### src/design/ldnf_pkg.sv
// ----------------------------------------------------------------------------
// ldnf_pkg: shared types and constants of the LCD decimal number formatter
// Holds the item word that moves down the pipeline and the character codes.
// ----------------------------------------------------------------------------
package ldnf_pkg;

   // Decimal conversion: four divide-by-ten stages, the fifth digit is the
   // final quotient.
   localparam int NUM_DIV_STAGES = 4;
   localparam int MAX_BYTES      = 8;
   localparam int IDX_W          = $clog2(MAX_BYTES);
   localparam int CNT_W          = IDX_W + 1;

   // Reciprocal of ten: x / 10 == (x * 0xCCCD) >> 19 for every 16-bit x.
   localparam logic [15:0] RECIP_TEN   = 16'hCCCD;
   localparam int          RECIP_SHIFT = 19;

   // Position command
   localparam logic [7:0] COL_MAX      = 8'd20;
   localparam logic [7:0] ROW_MAX      = 8'd4;
   localparam logic [7:0] ADD_ROW_TWO  = 8'd44;
   localparam logic [7:0] SUB_ROW_THREE = 8'd20;
   localparam logic [7:0] ADD_ROW_FOUR = 8'd24;
   localparam logic [7:0] SET_POS_CMD  = 8'h80;

   // Characters
   localparam logic [7:0] CHAR_MINUS = 8'h2D;
   localparam logic [7:0] CHAR_SPACE = 8'h20;
   localparam logic [7:0] CHAR_ZERO  = 8'h30;

   // Word carried between pipeline stages
   typedef struct packed {
      logic [7:0]                     cmd;
      logic                           framed;
      logic                           neg;
      logic [15:0]                    quot;
      logic [NUM_DIV_STAGES-1:0][3:0] digits;
   } ldnf_item_type;

endpackage

### src/design/lcd_decimal_number_formatter_top.sv
// ----------------------------------------------------------------------------
// lcd_decimal_number_formatter_top: decimal number formatter for a 20x4 LCD
// Turns a column, a row and a signed value into the LCD byte stream.
// ----------------------------------------------------------------------------
// Usage:
//   req_ channel takes one word: column, row and a signed 16-bit value.
//   rsp_ channel gives one LCD byte per word, tagged command or data, with
//   rsp_last on the final byte of each request.
//   A request yields 1 to 8 bytes: an optional set-position command, an
//   optional '-', the digits without leading zeros, an optional space.
//   The first byte passes the input stage, the four divide-by-ten stages
//   and the byte buffer, each a register, before it is offered.
//   The output gives one byte per cycle while rsp_ready is high; the byte
//   buffer is the limiting unit. Pipeline stages fill while bytes still
//   drain, and the next request loads as the last byte of the previous one
//   leaves.
//   Reset empties every stage; no bytes are pending afterward.
//   When rsp_ready is low the current byte holds and the pipeline stalls
//   stage by stage; nothing is lost or repeated.
// ----------------------------------------------------------------------------
module lcd_decimal_number_formatter_top
   import ldnf_pkg::*;
(
   input  logic               clock,
   input  logic               reset,
   input  logic               req_valid,
   output logic               req_ready,
   input  logic [7:0]         req_column,
   input  logic [7:0]         req_row,
   input  logic signed [15:0] req_value,
   output logic               rsp_valid,
   input  logic               rsp_ready,
   output logic [7:0]         rsp_lcd_byte,
   output logic               rsp_is_data,
   output logic               rsp_last
);

   logic          stage_valid [NUM_DIV_STAGES+1];
   logic          stage_ready [NUM_DIV_STAGES+1];
   ldnf_item_type stage_item  [NUM_DIV_STAGES+1];

   // Sign, magnitude and position command
   ldnf_front u_front (
      .clock     (clock),
      .reset     (reset),
      .in_valid  (req_valid),
      .in_ready  (req_ready),
      .in_column (req_column),
      .in_row    (req_row),
      .in_value  (req_value),
      .out_valid (stage_valid[0]),
      .out_ready (stage_ready[0]),
      .out_item  (stage_item[0])
   );

   // Binary to decimal, one digit per stage, least significant first
   for (genvar g = 0; g < NUM_DIV_STAGES; g++) begin : g_div
      ldnf_div10 #(
         .DIGIT_IDX (g)
      ) u_div10 (
         .clock     (clock),
         .reset     (reset),
         .in_valid  (stage_valid[g]),
         .in_ready  (stage_ready[g]),
         .in_item   (stage_item[g]),
         .out_valid (stage_valid[g+1]),
         .out_ready (stage_ready[g+1]),
         .out_item  (stage_item[g+1])
      );
   end

   // Byte layout and output
   ldnf_serializer u_serializer (
      .clock        (clock),
      .reset        (reset),
      .in_valid     (stage_valid[NUM_DIV_STAGES]),
      .in_ready     (stage_ready[NUM_DIV_STAGES]),
      .in_item      (stage_item[NUM_DIV_STAGES]),
      .rsp_valid    (rsp_valid),
      .rsp_ready    (rsp_ready),
      .rsp_lcd_byte (rsp_lcd_byte),
      .rsp_is_data  (rsp_is_data),
      .rsp_last     (rsp_last)
   );

endmodule

### src/design/ldnf_front.sv
// ----------------------------------------------------------------------------
// ldnf_front: input stage
// Builds the set-position command, the sign and the magnitude of the value.
// ----------------------------------------------------------------------------
module ldnf_front
   import ldnf_pkg::*;
(
   input  logic                 clock,
   input  logic                 reset,
   input  logic                 in_valid,
   output logic                 in_ready,
   input  logic [7:0]           in_column,
   input  logic [7:0]           in_row,
   input  logic signed [15:0]   in_value,
   output logic                 out_valid,
   input  logic                 out_ready,
   output ldnf_item_type        out_item
);

   logic          valid_ff, valid_in;
   ldnf_item_type item_ff, item_in;
   logic [7:0]    col_c, row_c, row_m1, addr, addr_adj;
   logic          neg;

   // Clamp and map the cursor position, 8-bit wraparound throughout
   always_comb begin
      col_c  = (in_column > COL_MAX) ? COL_MAX : in_column;
      row_c  = (in_row > ROW_MAX) ? ROW_MAX : in_row;
      row_m1 = row_c - 8'd1;
      addr   = col_c + (row_m1 << 4) + (row_m1 << 2);
      case (addr) inside
         [8'd21:8'd40]: addr_adj = addr + ADD_ROW_TWO;
         [8'd41:8'd60]: addr_adj = addr - SUB_ROW_THREE;
         [8'd61:8'd80]: addr_adj = addr + ADD_ROW_FOUR;
         default:       addr_adj = addr;
      endcase
   end

   // Assemble the word for the conversion stages
   always_comb begin
      neg            = in_value[15];
      item_in        = '0;
      item_in.cmd    = (addr_adj - 8'd1) | SET_POS_CMD;
      item_in.neg    = neg;
      item_in.framed = neg || (in_column != 8'd0);
      item_in.quot   = neg ? (16'd0 - in_value) : in_value;
   end

   assign in_ready  = !valid_ff || out_ready;
   assign valid_in  = in_ready ? in_valid : valid_ff;
   assign out_valid = valid_ff;
   assign out_item  = item_ff;

   always_ff @(posedge clock) begin
      if (reset) begin
         valid_ff <= 1'b0;
      end else begin
         valid_ff <= valid_in;
      end
   end

   // Hold the word while the next stage stalls
   always_ff @(posedge clock) begin
      if (in_ready && in_valid) begin
         item_ff <= item_in;
      end
   end

endmodule

### src/design/ldnf_div10.sv
// ----------------------------------------------------------------------------
// ldnf_div10: one divide-by-ten stage
// Divides the running quotient by ten and stores the remainder as a digit.
// ----------------------------------------------------------------------------
module ldnf_div10
   import ldnf_pkg::*;
#(
   parameter int DIGIT_IDX = 0
)
(
   input  logic          clock,
   input  logic          reset,
   input  logic          in_valid,
   output logic          in_ready,
   input  ldnf_item_type in_item,
   output logic          out_valid,
   input  logic          out_ready,
   output ldnf_item_type out_item
);

   logic          valid_ff, valid_in;
   ldnf_item_type item_ff, item_in;
   logic [31:0]   prod;
   logic [15:0]   quot, rem;

   // Multiply by the reciprocal, then recover the remainder by shift-add
   always_comb begin
      prod    = 32'(in_item.quot) * 32'(RECIP_TEN);
      quot    = 16'(prod[31:RECIP_SHIFT]);
      rem     = in_item.quot - ((quot << 3) + (quot << 1));
      item_in = in_item;
      item_in.quot = quot;
      item_in.digits[DIGIT_IDX] = rem[3:0];
   end

   assign in_ready  = !valid_ff || out_ready;
   assign valid_in  = in_ready ? in_valid : valid_ff;
   assign out_valid = valid_ff;
   assign out_item  = item_ff;

   always_ff @(posedge clock) begin
      if (reset) begin
         valid_ff <= 1'b0;
      end else begin
         valid_ff <= valid_in;
      end
   end

   // Advance the word only when the stage is free
   always_ff @(posedge clock) begin
      if (in_ready && in_valid) begin
         item_ff <= item_in;
      end
   end

endmodule

### src/design/ldnf_serializer.sv
// ----------------------------------------------------------------------------
// ldnf_serializer: byte packing and output stage
// Lays out the bytes of one item and hands them out one word per cycle while rsp_ready is high.
// ----------------------------------------------------------------------------
module ldnf_serializer
   import ldnf_pkg::*;
(
   input  logic          clock,
   input  logic          reset,
   input  logic          in_valid,
   output logic          in_ready,
   input  ldnf_item_type in_item,
   output logic          rsp_valid,
   input  logic          rsp_ready,
   output logic [7:0]    rsp_lcd_byte,
   output logic          rsp_is_data,
   output logic          rsp_last
);

   logic [MAX_BYTES-1:0][7:0] bytes_ff, bytes_in;
   logic [MAX_BYTES-1:0]      data_ff, data_in;
   logic [IDX_W-1:0]          last_ff, last_in;
   logic [IDX_W-1:0]          idx_ff, idx_in;
   logic                      valid_ff, valid_in;
   logic [4:0][3:0]           dig;
   logic [2:0]                ndig;
   logic [CNT_W-1:0]          k;
   logic                      fire, done, load;

   // Count digits with leading zeros suppressed
   always_comb begin
      dig = {in_item.quot[3:0], in_item.digits};
      if (dig[4] != 4'd0) begin
         ndig = 3'd5;
      end else if (dig[3] != 4'd0) begin
         ndig = 3'd4;
      end else if (dig[2] != 4'd0) begin
         ndig = 3'd3;
      end else if (dig[1] != 4'd0) begin
         ndig = 3'd2;
      end else begin
         ndig = 3'd1;
      end
   end

   // Lay out command, sign, digits and trailing space
   always_comb begin
      bytes_in = '0;
      data_in  = '0;
      k        = '0;
      if (in_item.framed) begin
         bytes_in[k[IDX_W-1:0]] = in_item.cmd;
         data_in[k[IDX_W-1:0]]  = 1'b0;
         k = k + 1'b1;
      end
      if (in_item.neg) begin
         bytes_in[k[IDX_W-1:0]] = CHAR_MINUS;
         data_in[k[IDX_W-1:0]]  = 1'b1;
         k = k + 1'b1;
      end
      for (int i = 4; i >= 0; i--) begin
         if (3'(i) < ndig) begin
            bytes_in[k[IDX_W-1:0]] = CHAR_ZERO | {4'd0, dig[i]};
            data_in[k[IDX_W-1:0]]  = 1'b1;
            k = k + 1'b1;
         end
      end
      if (in_item.framed) begin
         bytes_in[k[IDX_W-1:0]] = CHAR_SPACE;
         data_in[k[IDX_W-1:0]]  = 1'b1;
         k = k + 1'b1;
      end
      last_in = IDX_W'(k - 1'b1);
   end

   // Step through the bytes; take a new item as the last byte leaves
   assign fire     = valid_ff && rsp_ready;
   assign done     = fire && (idx_ff == last_ff);
   assign in_ready = !valid_ff || done;
   assign load     = in_valid && in_ready;
   assign valid_in = load ? 1'b1 : (done ? 1'b0 : valid_ff);
   assign idx_in   = load ? '0 : (fire ? idx_ff + 1'b1 : idx_ff);

   always_ff @(posedge clock) begin
      if (reset) begin
         valid_ff <= 1'b0;
         idx_ff   <= '0;
      end else begin
         valid_ff <= valid_in;
         idx_ff   <= idx_in;
      end
   end

   always_ff @(posedge clock) begin
      if (load) begin
         bytes_ff <= bytes_in;
         data_ff  <= data_in;
         last_ff  <= last_in;
      end
   end

   assign rsp_valid    = valid_ff;
   assign rsp_lcd_byte = bytes_ff[idx_ff];
   assign rsp_is_data  = data_ff[idx_ff];
   assign rsp_last     = (idx_ff == last_ff);

endmodule

### config.mk
export PLATFORM = sky130hd
export DESIGN_NAME = lcd_decimal_number_formatter_top
export DESIGN_NICKNAME = d
export VERILOG_FILES = /design/src/design/ldnf_pkg.sv /design/src/design/lcd_decimal_number_formatter_top.sv /design/src/design/ldnf_front.sv /design/src/design/ldnf_div10.sv /design/src/design/ldnf_serializer.sv
export SDC_FILE = /design/constraint.sdc
export NUM_CORES = 1
export LEC_CHECK = 0
export BUFFER_PORTS_ARGS = -buffer_cell sky130_fd_sc_hd__buf_2
export CAP_MARGIN = 20
export CORE_AREA = 3 3 241 243
export CTS_CLUSTER_DIAMETER = 50
export CTS_CLUSTER_SIZE = 12
export DETAILED_ROUTE_END_ITERATION = 8
export DIE_AREA = 0 0 244 246
export GPL_ROUTABILITY_DRIVEN = 0
export GPL_TIMING_DRIVEN = 0
export PLACE_DENSITY_LB_ADDON = 0.05
export SYNTH_ARGS = -nofsm -noshare
export SYNTH_HDL_FRONTEND = slang
export SYNTH_HIERARCHICAL = 1
export SYNTH_SLANG_ARGS = --single-unit
### constraint.sdc
create_clock -name clock -period 8.6 [get_ports clock]
set_clock_uncertainty 0.2 [all_clocks]
set_input_delay 0.86 -clock clock [delete_from_list [all_inputs] [get_ports clock]]
set_output_delay 0.86 -clock clock [all_outputs]
set_load 0.02 [all_outputs]
==> qor.yml, run 1 <==
avgSynthCellArea_um2: 10.6
cts_buffer_depth: 3
hpwlAfterDp_um: 52900
fin_ws_ps: 1270
die_w_um: 244
grt_pass1_wl_um: 101000
worst_pin_slew_ps: 928
finalHoldViolations: 0
die_y_um: 246
fmax_mhz: 136
crit_chain: "ha_1, inv_1, fa_1, inv_1, fa_1, fa_1, fa_1, inv_1, fa_1, inv_1, ha_1, and3_1, a221oi_1, o21a_2, a21boi_0, nor2_1, xnor2_1, ha_1, a211oi_1, xnor3_1"
holdBufCountCts: 0
drc: 0
die-area_mm2: 0.0600
grt_max_degree: 36
pre_cts_ws_ps: 1240
status: "complete, no violations"
fin_tns_setup_ps: 0
io_buffers: 47
wl_per_cell_um: 17.4
worst-path-stages: 20
setup_viol: 0
cp-start-kind: "flip-flop"
worst_path_largest_cell_delay_ps: 550
grt_pass1_vias: 19600
crit_path_max_fanout: 6
worstPathArrival_ps: 7430
cap_viol_max_count: 0
ys_warn_count: 6
std_cell_rows: 87
rsz0062_at_grt: "false"
via_count: 18800
cts_tree: "yes"
synth_area_mm2: 0.0285
relSlewSlack: 0.376
antenna_found_initial: 0
holdPathStages: 0
io_pins: 48
worst-setup-path-type: "reg -> reg"
fin_crit_sh: 0.853
drtIter0Drc: 878
root_buffer: "clkbuf_16"
reg2regPathDepth: 20
syn-instance-count: 2697
htreeDepth: 1
final_layout_size_suffix_gt1_frac: 0.0840
grt-ovfl-total: 0
finalCriticalPeriod_ps: 7330
crit_top_cell: "fa_1"
routed_wl_um: 61900
cts-buffers-inserted: 29
grt_usage: 0.211
dr.pass1.iters: 7
cp.required_ps: 8690
crit_family: "adder cells"
post_cts_resized: 0
crit_buf_inv: 4
drv_slew: 0
antenna_cells: 0
clk_pin_slew_worst_paths_ps: 60
crit_slowest_cell: "fa_1"
antenna_violating_nets_post_route: 0
final_nets: 3664
clkLatencyLatePin_ps: 580
initial_core_util: 0.508
crit_path_end_kind: "flip-flop"
core_area_mm2: 0.0562
syn_to_final_growth_pct: 8.25
vias_per_cell: 5.27
post_cts_buffers: 0
cts.sinks: 211
hp-class: "reg -> reg"
## per-stage QoR
stage | cells | cell area (um2) | utilization | hold WS [ps]
6_report | 3567 | 30900 | 0.550 | 193
3_3_place_gp | 3508 | 29700 | 0.530 | 201
4_1_cts | 3567 | 30900 | 0.550 | 188
3_5_place_dp | 3513 | 29900 | 0.532 | 205
5_1_grt | 3567 | 30900 | 0.550 | 199
2_1_floorplan | 2705 | 28600 | - | 200
## metal layers
layer	wire (um)	track usage	vias up
met5	0	0	-
met4	1750	0.0556	0
met3	1950	0.0178	89
met2	30300	0.366	321
met1	27900	0.285	9267
li1	-	-	9126
## worst register-to-register path: cells and delay by family, from the launching register on
family                   cells  cell delay (ps)
AO/OA/AOI/OAI                4             1390
AND/OR/NAND/NOR              2              470
flip-flops                   1              540
XOR/XNOR                     2              470
buffers and inverters        4              250
adder cells (fa/ha/maj)      8             3750
## cell type report
class / instances / area (um2)
sequential: 211 / 6250
fill: 4980 / 25300
timing repair buffer: 52 / 365
buffer: 52 / 272
multi-input combinational: 1765 / 19500
tap: 756 / 946
clock buffer: 35 / 748
inverter: 677 / 2540
clock inverter: 19 / 253
## registers in the layout, summed over array words and instances, names as in the netlist
signal,cells
g_div.u_div10/out_item,123
g_div.u_div10/out_valid,4
u_front/out_item,25
u_front/out_valid,1
u_serializer/bytes_ff,47
u_serializer/data_ff,4
u_serializer/idx_ff,3
u_serializer/last_ff,3
u_serializer/rsp_valid,1
## path summary, 6_finish.rpt
check	slack, ps	from	end
worst max-delay path	1270	g_div[0].u_div10/out_item[18]	g_div[1].u_div10/out_item[7]
worst min-delay path	190	g_div[2].u_div10/out_item[7]	g_div[3].u_div10/out_item[7]
worst max register to register	1270	g_div[0].u_div10/out_item[18]	g_div[1].u_div10/out_item[7]
worst min register to register	190	g_div[2].u_div10/out_item[7]	g_div[3].u_div10/out_item[7]
## cells in the final DEF, fill, tap and decap left out, drive strengths merged, types with 61 or more instances in the layout
cell type and instances:
inv 684, clkbuf 61, fa 316, ha 524
buf 78, nand2 109, edfxtp 202, xnor2 75
a21oi 79, nor2 88
Power of run 1 is left out: the tool's default activity adds up to more than one toggle a clock period on the data nets, which glitch-free logic cannot reach.
==> run 2, diff against run 1 <==
--- a/config.mk
+++ b/config.mk
@@ -7,13 +7,12 @@
 export LEC_CHECK = 0
 export BUFFER_PORTS_ARGS = -buffer_cell sky130_fd_sc_hd__buf_2
 export CAP_MARGIN = 20
-export CORE_AREA = 3 3 241 243
+export CORE_AREA = 3 3 220 222
 export CTS_CLUSTER_DIAMETER = 50
 export CTS_CLUSTER_SIZE = 12
 export DETAILED_ROUTE_END_ITERATION = 8
-export DIE_AREA = 0 0 244 246
+export DIE_AREA = 0 0 223 225
 export GPL_ROUTABILITY_DRIVEN = 0
-export GPL_TIMING_DRIVEN = 0
 export PLACE_DENSITY_LB_ADDON = 0.05
 export SYNTH_ARGS = -nofsm -noshare
 export SYNTH_HDL_FRONTEND = slang
==> qor.yml, run 2 (synthesis results as in run 1) <==
status: "complete, no violations"
fin_tns_setup_ps: 0  # unchanged
antenna_violating_nets_post_route: 0  # unchanged
antenna_found_initial: 0  # unchanged
cts-buffers-inserted: 27  # -6.9%
initial_core_util: 0.613  # +0.105
vias_per_cell: 5.57  # +5.7%
fin_crit_sh: 0.792  # -0.0605
root_buffer: "clkbuf_16"
holdBufCountCts: 0  # unchanged
syn_to_final_growth_pct: 5.91
dr.pass1.iters: 5  # -2
crit_path_end_kind: "flip-flop"
finalHoldViolations: 0  # unchanged
grt_pass1_vias: 20200  # +3.1%
grt-ovfl-total: 0  # unchanged
std_cell_rows: 79  # -9.2%
die_y_um: 225  # -8.5%
routed_wl_um: 61300  # -0.90%
crit_path_max_fanout: 6  # unchanged
grt_pass1_wl_um: 103000  # +1.7%
die-area_mm2: 0.0502  # -16%
clk_pin_slew_worst_paths_ps: 60  # about the same
fin_ws_ps: 1790  # +521 ps
cp-start-kind: "flip-flop"
cap_viol_max_count: 0  # unchanged
cts_buffer_depth: 3  # unchanged
pre_cts_ws_ps: 1830  # +594 ps
post_cts_resized: 0  # unchanged
worstReg2RegStart: "g_div[0].u_div10/out_item[19]"
final_nets: 3612  # -1.4%
io_pins: 48  # unchanged
setup_viol: 0  # unchanged
crit_top_cell: "fa_1"
crit_chain: "ha_1, inv_1, fa_1, inv_1, fa_1, fa_1, fa_1, inv_1, fa_1, inv_1, ha_1, and3_1, a221oi_1, o21a_2, a21boi_0, nor2_1, xnor2_1, ha_1, a211oi_1, xnor3_1"
place_area_mm2: 0.0294  # -1.8%
clkLatencyLatePin_ps: 560  # -20 ps
cp.required_ps: 8690  # about the same
die_w_um: 223  # -8.6%
r2r_slack_ps: 1790  # +520 ps
core_area_mm2: 0.0466  # -17%
post_cts_buffers: 0  # unchanged
hp-class: "reg -> reg"
final_common_cell: "inv_1"
via_count: 18700  # -0.38%
relSlewSlack: 0.372  # -0.00416
grt_usage: 0.253  # +0.0427
final_cell_mix: "inv_1, ha_1, fa_1"
largest_reg_flops: 123  # unchanged
htreeDepth: 1  # unchanged
worstPathArrival_ps: 6900  # -530 ps
drc: 0  # unchanged
drtIter0Drc: 1161  # +32%
io_buffers: 47  # unchanged
holdWs_ps: 203  # +10.4 ps
wl_per_cell_um: 18.2  # +5.1%
finalCriticalPeriod_ps: 6810  # -521 ps
crit_slowest_cell: "fa_1"
final_layout_size_suffix_gt1_frac: 0.0766  # -0.00740
cts.sinks: 211  # unchanged
r2r_end: "g_div[1].u_div10/out_item[7]"
worst_path_largest_cell_delay_ps: 560  # about the same
rsz0062_at_grt: "false"
cts_tree: "yes"
hpwlAfterDp_um: 52400  # -0.96%
reg2regPathDepth: 20  # unchanged
hp-start: "g_div[2].u_div10/out_item[6]"
fmax_mhz: 147  # +7.6%
holdPathStages: 0  # unchanged
final_area_mm2: 0.0302  # -2.2%
worst-setup-path-type: "reg -> reg"
worst_pin_slew_ps: 941  # +12.7 ps
min_to: "g_div[3].u_div10/out_item[6]"
drv_slew: 0  # unchanged
grt_max_degree: 56  # +56%
antenna_cells: 0  # unchanged
-- run 2: worst max-delay path, delay by kind of cell (launching register included) --
kind            cells  cell delay (ps)
fa+ha+maj           8             3630
compound gates      4             1140
flops               1              520
xor+xnor            2              430
simple gates        2              420
buf+inv             4              230
-- run 2: worst max-delay path by stage --
stage	depth (start not counted)	endpoint	start
after floorplan	20	g_div[1].u_div10/out_item[7]	g_div[0].u_div10/out_item[19]
after global placement	20	g_div[1].u_div10/out_item[7]	g_div[0].u_div10/out_item[19]
after detailed placement	20	g_div[1].u_div10/out_item[7]	g_div[0].u_div10/out_item[19]
after CTS	20	g_div[1].u_div10/out_item[7]	g_div[0].u_div10/out_item[19]
after global routing	20	g_div[1].u_div10/out_item[7]	g_div[0].u_div10/out_item[19]
final	20	g_div[1].u_div10/out_item[7]	g_div[0].u_div10/out_item[19]
-- run 2: layout make-up --
type                            instances  area (um2)
Multi-Input combinational cell       1765       19500
Timing Repair Buffer                   54         288
Tap cell                              607         759
Fill cell                            3742       16300
Clock inverter                         13         138
Sequential cell                       211        6250
Clock buffer                           36         729
Inverter                              677        2540
-- run 2: metal layers --
metal / wire length, um / global-route usage / vias to the layer above
li1: - / - / 9028
met1: 27400 / 0.349 / 9210
met2: 29800 / 0.436 / 408
met3: 2810 / 0.0311 / 86
met4: 1330 / 0.0546 / 0
met5: 0 / 0 / -
-- run 2: metrics by stage --
step,utilization,cells
floorplan,-,2705
global placement,0.631,3314
detailed placement,0.631,3314
CTS,0.649,3363
global route,0.649,3363
finish,0.649,3363
Power of run 2 is left out for the same reason.
